`config.mk`:
```
export PLATFORM = sky130hd
export DESIGN_NAME = ipv4_longest_prefix_route_lookup
export DESIGN_NICKNAME = d
export VERILOG_FILES = /design/src/sv/ipv4lpm_pkg.sv /design/src/sv/ipv4_longest_prefix_route_lookup.sv /design/src/sv/ipv4lpm_route_cmp.sv
export SDC_FILE = /design/constraint.sdc
export NUM_CORES = 1
export LEC_CHECK = 0
export BUFFER_PORTS_ARGS = -buffer_cell sky130_fd_sc_hd__buf_4
export CAP_MARGIN = 10
export CORE_MARGIN = 2
export CORE_UTILIZATION = 35
export CTS_CLUSTER_SIZE = 14
export DETAILED_ROUTE_END_ITERATION = 12
export PLACE_DENSITY_LB_ADDON = 0.05
export SLEW_MARGIN = 5
export SYNTH_ARGS = -nofsm -noshare
export SYNTH_HDL_FRONTEND = slang
export SYNTH_SLANG_ARGS = --single-unit
```
`constraint.sdc`:
```
create_clock -name clock -period 8.2 [get_ports clock]
set_input_delay 2.46 -clock clock [delete_from_list [all_inputs] [get_ports clock]]
set_output_delay 2.46 -clock clock [all_outputs]
set_load 0.005 [all_outputs]
```
`src/sv/ipv4lpm_pkg.sv`:
```
`timescale 1ns / 1ps
`default_nettype none

package ipv4lpm_pkg;

   localparam int MAX_IFACES = 4;
   localparam int IFACE_W    = $clog2(MAX_IFACES);
   localparam int CNT_W      = 3;
   localparam int ADDR_W     = 32;
   localparam int MTU_W      = 16;
   localparam int PLEN_W     = 6;

   // function codes of an input item
   localparam logic FUNC_LOAD   = 1'b0;
   localparam logic FUNC_LOOKUP = 1'b1;

   // route kinds
   localparam logic KIND_DIRECT  = 1'b0;
   localparam logic KIND_GATEWAY = 1'b1;

   // stored interface entry as seen by the route comparator
   typedef struct packed {
      logic [ADDR_W-1:0] net;
      logic [ADDR_W-1:0] mask;
      logic [PLEN_W-1:0] plen;
      logic              valid;
   } entry_type;

   // best route so far, as needed by the comparator
   typedef struct packed {
      logic              have;
      logic [PLEN_W-1:0] len;
   } best_type;

   // number of one bits in one byte
   function automatic logic [3:0] pop8(input logic [7:0] v);
      logic [3:0] n;
      n = 4'd0;
      for (int k = 0; k < 8; k++) begin
         n = n + {3'd0, v[k]};
      end
      return n;
   endfunction

endpackage

`default_nettype wire

```
`src/sv/ipv4_longest_prefix_route_lookup.sv`:
```
`timescale 1ns / 1ps
`default_nettype none

// IPv4 longest-prefix route lookup over a table of four interfaces. A load
// item writes one interface entry; its prefix length is counted one mask
// byte per cycle. A lookup item scans N interfaces, where N is
// min(active_ifaces, 4): one route comparator visits one route per cycle,
// on-link then via for each interface, and separate steps take the item
// and hand the result to the output register. The input side stalls
// while an item is at work; a finished result waits in the output register
// without holding up the next item, but a lookup that finishes while the
// output register still holds a stalled result waits until that result
// leaves. csr_data may be written only while the block is idle; csr_ready is
// always high. An interface read before it was ever loaded is skipped.
module ipv4_longest_prefix_route_lookup (
   input  wire logic                                clock,
   input  wire logic                                reset,
   // configuration write channel
   input  wire logic                                csr_valid,
   output      logic                                csr_ready,
   input  wire logic [ipv4lpm_pkg::CNT_W-1:0]       csr_data,
   // request channel
   input  wire logic                                req_valid,
   output      logic                                req_stall,
   input  wire logic                                req_func,
   input  wire logic [ipv4lpm_pkg::IFACE_W-1:0]     req_iface_index,
   input  wire logic [ipv4lpm_pkg::ADDR_W-1:0]      req_iface_addr,
   input  wire logic [ipv4lpm_pkg::ADDR_W-1:0]      req_iface_mask,
   input  wire logic [ipv4lpm_pkg::MTU_W-1:0]       req_iface_mtu,
   input  wire logic [ipv4lpm_pkg::ADDR_W-1:0]      req_dest_addr,
   // response channel
   output      logic                                rsp_valid,
   input  wire logic                                rsp_stall,
   output      logic                                rsp_found,
   output      logic                                rsp_route_type,
   output      logic [ipv4lpm_pkg::IFACE_W-1:0]     rsp_out_iface,
   output      logic [ipv4lpm_pkg::ADDR_W-1:0]      rsp_next_hop,
   output      logic [ipv4lpm_pkg::MTU_W-1:0]       rsp_route_mtu,
   output      logic [ipv4lpm_pkg::PLEN_W-1:0]      rsp_match_len
);

   typedef enum logic [3:0] {
      ST_IDLE = 4'b0001,
      ST_LOAD = 4'b0010,
      ST_SCAN = 4'b0100,
      ST_DONE = 4'b1000
   } state_type;

   localparam int AW = ipv4lpm_pkg::ADDR_W;
   localparam int MW = ipv4lpm_pkg::MTU_W;
   localparam int PW = ipv4lpm_pkg::PLEN_W;
   localparam int IW = ipv4lpm_pkg::IFACE_W;
   localparam int CW = ipv4lpm_pkg::CNT_W;
   localparam int NI = ipv4lpm_pkg::MAX_IFACES;

   // interface table
   logic [AW-1:0] net_store  [NI];
   logic [AW-1:0] mask_store [NI];
   logic [PW-1:0] plen_store [NI];
   logic [MW-1:0] mtu_store  [NI];
   logic [NI-1:0] entry_valid_ff, entry_valid_in;

   state_type     state_ff, state_in;
   logic [CW-1:0] active_ff, active_in;
   logic [AW-1:0] dest_ff, dest_in;
   logic [IW-1:0] scan_if_ff, scan_if_in;
   logic          scan_via_ff, scan_via_in;
   logic [IW-1:0] last_if_ff, last_if_in;
   logic          have_ff, have_in;
   logic [PW-1:0] best_len_ff, best_len_in;
   logic          best_kind_ff, best_kind_in;
   logic [IW-1:0] best_if_ff, best_if_in;
   logic [AW-1:0] best_hop_ff, best_hop_in;
   logic [MW-1:0] best_mtu_ff, best_mtu_in;
   logic [IW-1:0] ld_idx_ff, ld_idx_in;
   logic [23:0]   ld_mask_ff, ld_mask_in;
   logic [1:0]    ld_cnt_ff, ld_cnt_in;
   logic [PW-1:0] ld_acc_ff, ld_acc_in;
   logic          rsp_valid_ff, rsp_valid_in;

   logic          rsp_found_ff, rsp_kind_ff;
   logic [IW-1:0] rsp_iface_ff;
   logic [AW-1:0] rsp_hop_ff;
   logic [MW-1:0] rsp_mtu_ff;
   logic [PW-1:0] rsp_len_ff;

   logic          req_xfer;
   logic          rsp_xfer;
   logic          rsp_load;
   logic          tbl_wr;
   logic          plen_wr;
   logic [PW-1:0] plen_total;
   logic [CW-1:0] count;
   logic          take;
   ipv4lpm_pkg::entry_type scan_entry;
   ipv4lpm_pkg::best_type  best_now;

   assign csr_ready = 1'b1;
   assign req_stall = (state_ff != ST_IDLE);
   assign req_xfer  = req_valid && !req_stall;
   assign rsp_xfer  = rsp_valid_ff && !rsp_stall;
   assign rsp_load  = (state_ff == ST_DONE) && (!rsp_valid_ff || !rsp_stall);

   // clamp interface count to table size
   assign count = (active_ff > CW'(NI)) ? CW'(NI) : active_ff;

   // entry under scan
   assign scan_entry.net   = net_store[scan_if_ff];
   assign scan_entry.mask  = mask_store[scan_if_ff];
   assign scan_entry.plen  = plen_store[scan_if_ff];
   assign scan_entry.valid = entry_valid_ff[scan_if_ff];
   assign best_now.have    = have_ff;
   assign best_now.len     = best_len_ff;

   ipv4lpm_route_cmp u_cmp (
      .dest       (dest_ff),
      .entry      (scan_entry),
      .route_kind (scan_via_ff),
      .best       (best_now),
      .take       (take)
   );

   // table writes: entry fields at load transfer, prefix length at the end
   assign tbl_wr     = req_xfer && (req_func == ipv4lpm_pkg::FUNC_LOAD);
   assign plen_wr    = (state_ff == ST_LOAD) && (ld_cnt_ff == 2'd2);
   assign plen_total = ld_acc_ff + PW'(ipv4lpm_pkg::pop8(ld_mask_ff[7:0]));

   always_ff @(posedge clock) begin
      if (tbl_wr) begin
         net_store[req_iface_index]  <= req_iface_addr & req_iface_mask;
         mask_store[req_iface_index] <= req_iface_mask;
         mtu_store[req_iface_index]  <= req_iface_mtu;
      end
      if (plen_wr) begin
         plen_store[ld_idx_ff] <= plen_total;
      end
   end

   // sequencer
   always_comb begin
      state_in       = state_ff;
      active_in      = active_ff;
      dest_in        = dest_ff;
      scan_if_in     = scan_if_ff;
      scan_via_in    = scan_via_ff;
      last_if_in     = last_if_ff;
      have_in        = have_ff;
      best_len_in    = best_len_ff;
      best_kind_in   = best_kind_ff;
      best_if_in     = best_if_ff;
      best_hop_in    = best_hop_ff;
      best_mtu_in    = best_mtu_ff;
      ld_idx_in      = ld_idx_ff;
      ld_mask_in     = ld_mask_ff;
      ld_cnt_in      = ld_cnt_ff;
      ld_acc_in      = ld_acc_ff;
      entry_valid_in = entry_valid_ff;
      rsp_valid_in   = rsp_valid_ff;

      if (csr_valid && csr_ready) begin
         active_in = csr_data;
      end

      if (rsp_xfer) begin
         rsp_valid_in = 1'b0;
      end

      case (state_ff)
         ST_IDLE: begin
            if (req_xfer) begin
               if (req_func == ipv4lpm_pkg::FUNC_LOAD) begin
                  // first mask byte counted now, the other three in load
                  ld_idx_in  = req_iface_index;
                  ld_mask_in = req_iface_mask[31:8];
                  ld_acc_in  = PW'(ipv4lpm_pkg::pop8(req_iface_mask[7:0]));
                  ld_cnt_in  = 2'd0;
                  entry_valid_in[req_iface_index] = 1'b0;
                  state_in   = ST_LOAD;
               end else begin
                  dest_in      = req_dest_addr;
                  scan_if_in   = '0;
                  scan_via_in  = ipv4lpm_pkg::KIND_DIRECT;
                  last_if_in   = IW'(count - CW'(1));
                  have_in      = 1'b0;
                  best_len_in  = '0;
                  best_kind_in = ipv4lpm_pkg::KIND_DIRECT;
                  best_if_in   = '0;
                  best_hop_in  = '0;
                  best_mtu_in  = '0;
                  state_in     = (count == '0) ? ST_DONE : ST_SCAN;
               end
            end
         end
         ST_LOAD: begin
            ld_acc_in  = plen_total;
            ld_mask_in = {8'd0, ld_mask_ff[23:8]};
            ld_cnt_in  = ld_cnt_ff + 2'd1;
            if (plen_wr) begin
               entry_valid_in[ld_idx_ff] = 1'b1;
               state_in = ST_IDLE;
            end
         end
         ST_SCAN: begin
            // one route per cycle through the shared comparator
            if (take) begin
               have_in      = 1'b1;
               best_kind_in = scan_via_ff;
               best_if_in   = scan_if_ff;
               best_mtu_in  = mtu_store[scan_if_ff];
               if (scan_via_ff == ipv4lpm_pkg::KIND_GATEWAY) begin
                  best_len_in = '0;
                  best_hop_in = scan_entry.net | AW'(1);
               end else begin
                  best_len_in = scan_entry.plen;
                  best_hop_in = '0;
               end
            end
            if (scan_via_ff == ipv4lpm_pkg::KIND_GATEWAY) begin
               scan_via_in = ipv4lpm_pkg::KIND_DIRECT;
               if (scan_if_ff == last_if_ff) begin
                  state_in = ST_DONE;
               end else begin
                  scan_if_in = scan_if_ff + IW'(1);
               end
            end else begin
               scan_via_in = ipv4lpm_pkg::KIND_GATEWAY;
            end
         end
         ST_DONE: begin
            if (rsp_load) begin
               rsp_valid_in = 1'b1;
               state_in     = ST_IDLE;
            end
         end
         default: begin
            state_in = ST_IDLE;
         end
      endcase
   end

   // control registers
   always_ff @(posedge clock) begin
      if (reset) begin
         state_ff       <= ST_IDLE;
         active_ff      <= '0;
         entry_valid_ff <= '0;
         rsp_valid_ff   <= 1'b0;
         ld_cnt_ff      <= '0;
         scan_if_ff     <= '0;
         scan_via_ff    <= ipv4lpm_pkg::KIND_DIRECT;
      end else begin
         state_ff       <= state_in;
         active_ff      <= active_in;
         entry_valid_ff <= entry_valid_in;
         rsp_valid_ff   <= rsp_valid_in;
         ld_cnt_ff      <= ld_cnt_in;
         scan_if_ff     <= scan_if_in;
         scan_via_ff    <= scan_via_in;
      end
   end

   // working registers
   always_ff @(posedge clock) begin
      dest_ff      <= dest_in;
      last_if_ff   <= last_if_in;
      have_ff      <= have_in;
      best_len_ff  <= best_len_in;
      best_kind_ff <= best_kind_in;
      best_if_ff   <= best_if_in;
      best_hop_ff  <= best_hop_in;
      best_mtu_ff  <= best_mtu_in;
      ld_idx_ff    <= ld_idx_in;
      ld_mask_ff   <= ld_mask_in;
      ld_acc_ff    <= ld_acc_in;
   end

   // output register
   always_ff @(posedge clock) begin
      if (rsp_load) begin
         rsp_found_ff <= have_ff;
         rsp_kind_ff  <= best_kind_ff;
         rsp_iface_ff <= best_if_ff;
         rsp_hop_ff   <= best_hop_ff;
         rsp_mtu_ff   <= best_mtu_ff;
         rsp_len_ff   <= best_len_ff;
      end
   end

   assign rsp_valid      = rsp_valid_ff;
   assign rsp_found      = rsp_found_ff;
   assign rsp_route_type = rsp_kind_ff;
   assign rsp_out_iface  = rsp_iface_ff;
   assign rsp_next_hop   = rsp_hop_ff;
   assign rsp_route_mtu  = rsp_mtu_ff;
   assign rsp_match_len  = rsp_len_ff;

   // a new result appears only from the done step
   assert property (@(posedge clock) disable iff (reset)
      (rsp_valid && !$past(rsp_valid)) |-> $past(state_ff == ST_DONE))
      else $error("result raised outside done step");

   // a miss carries all-zero fields
   assert property (@(posedge clock) disable iff (reset)
      (rsp_valid && !rsp_found) |->
         (rsp_route_type == 1'b0 && rsp_next_hop == '0 && rsp_route_mtu == '0 &&
          rsp_match_len == '0 && rsp_out_iface == '0))
      else $error("miss with nonzero fields");

   // a via route has prefix length zero and an odd gateway
   assert property (@(posedge clock) disable iff (reset)
      (rsp_valid && rsp_found && rsp_route_type == ipv4lpm_pkg::KIND_GATEWAY) |->
         (rsp_match_len == '0 && rsp_next_hop[0]))
      else $error("via route with bad length or gateway");

   // an interface entry is marked valid only at the end of its load
   assert property (@(posedge clock) disable iff (reset)
      $rose(entry_valid_ff[ld_idx_ff]) |-> $past(state_ff == ST_LOAD))
      else $error("entry marked valid outside load");

endmodule

`default_nettype wire

```
`src/sv/ipv4lpm_route_cmp.sv`:
```
`timescale 1ns / 1ps
`default_nettype none

// shared route comparator: decides whether the route under scan replaces the best one
module ipv4lpm_route_cmp (
   input  wire logic [ipv4lpm_pkg::ADDR_W-1:0] dest,
   input  wire ipv4lpm_pkg::entry_type         entry,
   input  wire logic                           route_kind,
   input  wire ipv4lpm_pkg::best_type          best,
   output      logic                           take
);

   logic subnet_hit;
   logic longer;

   // subnet match and strictly longer prefix
   assign subnet_hit = ((dest & entry.mask) == entry.net);
   assign longer     = !best.have || (entry.plen > best.len);

   // via route has prefix length zero, so it wins only over nothing
   always_comb begin
      take = 1'b0;
      if (entry.valid) begin
         if (route_kind == ipv4lpm_pkg::KIND_GATEWAY) begin
            take = !best.have;
         end else begin
            take = subnet_hit && longer;
         end
      end
   end

endmodule

`default_nettype wire

```
==> results.sh <==
export IMPL_die_w_um=250
export IMPL_placedCellCount=2105
export IMPL_synth_nets=1320
export IMPL_cp_max_fo=6
export IMPL_tightest_slew_ns=1.15
export IMPL_yosys_warnings=0
export IMPL_p_leak_nw=8.77
export IMPL_fin_crit_sh=0.582
export IMPL_wirelength_mm=47.7
export IMPL_io_pins=184
export IMPL_setup_viol=0
export IMPL_status="completed"
export IMPL_drc=0
export IMPL_ys_top_cells_by_area="edfxtp_1 (75%), mux4_2 (4.5%), mux2i_1 (3.2%)"
export IMPL_drtPass1Iterations=5
export IMPL_endpoint_kind="flip-flop"
export IMPL_yosysSeqAreaShare=0.763
export IMPL_rsz0062_at_grt="false"
export IMPL_cts_setup_buffers=0
export IMPL_numCtsBuffers=59
export IMPL_synthCells=1171
export IMPL_skew_ns=0.0180
export IMPL_final_net_count=1533
export IMPL_crit_buf_inv=3
export IMPL_yosysTopAreaCell="edfxtp_1"
export IMPL_ctsHoldBuffers=0
export IMPL_whs_ns=0.413
export IMPL_num_antenna_cells=0
export IMPL_clock_sinks=543
export IMPL_async_flop_share=0
export IMPL_num_rows=90
export IMPL_syn2layout_area_growth_pct=20.2
export IMPL_synth_ff_type="edfxtp_1"
export IMPL_grt_max_degree=81
export IMPL_grt_antenna_before_repair=0
export IMPL_cts_clk_slew_worst_paths_ns=0.06
export IMPL_grt_pass1_vias=11058
export IMPL_port_buffers=182
export IMPL_synth_top_area_share=0.745
export IMPL_fp_dieArea_mm2=0.0623
export IMPL_cp_arrival_ns=5.11
export IMPL_avgSynthCellArea_um2=18.0
export IMPL_drt_iter0_markers=574
export IMPL_min_path_type="flip-flop to flip-flop"
export IMPL_max_stage_delay_ns=0.54
export IMPL_dr_total_vias=10517
export IMPL_path_class="input pin to flip-flop"
export IMPL_die_y_um=250
export IMPL_ant_nets=0
export IMPL_startpoint_type="input pin"
export IMPL_clk_latency_ns=0.61
export IMPL_timing_fmax_ghz=0.210
export IMPL_timing_setup_tns_ns=0
export IMPL_overflow=0
export IMPL_core_mm2=0.0600
export IMPL_cts_tree="yes"
export IMPL_grt_pass1_wl_mm=71.4
export IMPL_crit_required_ns=8.54
export IMPL_cts_resized=0
export IMPL_slowest_stage="fa_1"
export IMPL_slew_viol_final=0
export IMPL_cpMostUsedCell="fa_1"
export IMPL_via_per_inst=4.74
export IMPL_hold_violations=0
export IMPL_gp_congestion=0.718
export IMPL_peakVddDrop_uv=161
export IMPL_initial_core_util=0.352
export IMPL_cts_root_buf="clkbuf_16"
export IMPL_synth_cell_types=46
export IMPL_cts_max_path_buffers=3
export IMPL_power_density_mw_per_mm2=246
export IMPL_slew_headroom=0.232
export IMPL_path_cells="buf_4 > fa_1 > inv_1 > fa_1 > fa_1 > inv_1 > ha_1 > fa_1 > xnor2_1 > o21ai_0"
export IMPL_post_route_min_period_ns=4.77
export IMPL_routedWlPerCell_um=21.5
export IMPL_cp_top_family="adder cells"
export IMPL_synth_edf_count=524
export IMPL_drive_gt1_frac=0.233
export IMPL_hpwl_mm=28.3
export IMPL_finalNonFillerCells=2217
export IMPL_max_cap_violations=0
export IMPL_track_usage=0.154
export IMPL_htreeDepth=2
export IMPL_syn_area_mm2=0.0211
export IMPL_yosys_register_bits=543
==> final cells by class <==
cell class	instances	area (um2)
Clock inverter	33	299
Fill cell	5396	34600
Inverter	39	154
Multi-Input combinational cell	545	4700
Sequential cell	543	16100
Timing Repair Buffer	196	1510
Clock buffer	79	1620
Tap cell	782	978
==> per-stage QoR <==
| stage | cell area (um2) | setup WS [ns] | utilization | power [W] |
|---|---|---|---|---|
| finish | 25400 | 3.43 | 0.423 | 0.00623 |
| global route | 25400 | 3.17 | 0.423 | 0.00648 |
| CTS | 25400 | 3.37 | 0.423 | 0.00634 |
| detailed placement | 23500 | 2.79 | 0.391 | 0.00370 |
| global placement | 23500 | 2.83 | 0.391 | 0.00369 |
| floorplan | 21100 | 1.34 | - | 0.00350 |
==> placed cells by master (no fill, tap or decap), types with 7 or more instances in the layout <==
master	netlist	routed
nor2_1	24	22
ha_1	17	17
nand2_1	99	99
nor2b_1	9	9
dfxtp_1	19	17
fa_1	9	9
and3_1	32	31
mux4_2	42	42
clkbuf_1	28	14
o22ai_1	32	32
clkinv_2	0	8
inv_1	38	36
buf_4	3	193
mux4_1	13	13
edfxtp_1	524	524
a21oi_1	19	17
clkinv_1	0	15
nand4_1	11	11
o21ai_0	7	7
clkbuf_16	0	60
nand2b_1	37	37
and2_1	59	59
xnor2_1	37	37
mux2i_1	67	67
==> state kept, by name (all words and copies together) (netlist names), 24 cells and up, named ones only <==
register and count:
mtu_store 64, net_store 128, rsp_next_hop 32, mask_store 128, best_hop_ff 32, dest_ff 32, plen_store 24, ld_mask_ff 24
==> kinds of logic after synthesis <==
family	synth area share
DFF	0.763
and+or+nand+nor	0.0717
muxes	0.0927
buffers and inverters	0.0172
AOI/OAI and AO/OA	0.0204
xor gates and xnor gates	0.0162
adders and majority gates	0.0186
other	0.000178
==> cells in the mapped netlist (3+ instances only) <==
cell type / instances
nand2_1: 99
fa_1: 9
buf_1: 3
buf_4: 3
nor2_1: 24
and2_1: 59
a21oi_1: 19
nand3b_1: 3
o22ai_1: 32
mux4_2: 42
xnor2_1: 37
clkbuf_1: 28
and3_1: 32
inv_1: 38
dfxtp_1: 19
nor2b_1: 9
edfxtp_1: 524
o21ai_0: 7
nand4_1: 11
nand2b_1: 37
nor3_1: 5
ha_1: 17
mux2i_1: 67
mux4_1: 13
buf_2: 7
==> final timing paths <==
path / start / slack (ns) / cells past startpoint / end
max reg2reg: flip-flop / 3.61 / 10 / have_ff
min: best_mtu_ff[6] / 0.41 / 0 / rsp_route_mtu[6]
min reg2reg: best_mtu_ff[6] / 0.41 / 0 / rsp_route_mtu[6]
max: req_iface_mask[0] / 3.43 / 10 / ld_acc_ff[2]
==> power breakdown <==
| part | switching, W | internal (W) |
|---|---|---|
| Sequential | 0.0000270 | 0.00318 |
| Combinational | 0.000264 | 0.000157 |
| Clock | 0.00107 | 0.00154 |
| Total | 0.00136 | 0.00488 |
==> metal layers <==
metal | share of wire | vias to the layer above | routed length, um | global-route usage
li1 | - | 4914 | - | -
met1 | 0.44 | 5316 | 21000 | 0.206
met2 | 0.49 | 207 | 23400 | 0.257
met3 | 0.044 | 80 | 2090 | 0.0310
met4 | 0.024 | 0 | 1150 | 0.0437
met5 | 0 | - | 0 | 0
(Power assumes the default switching activity.)
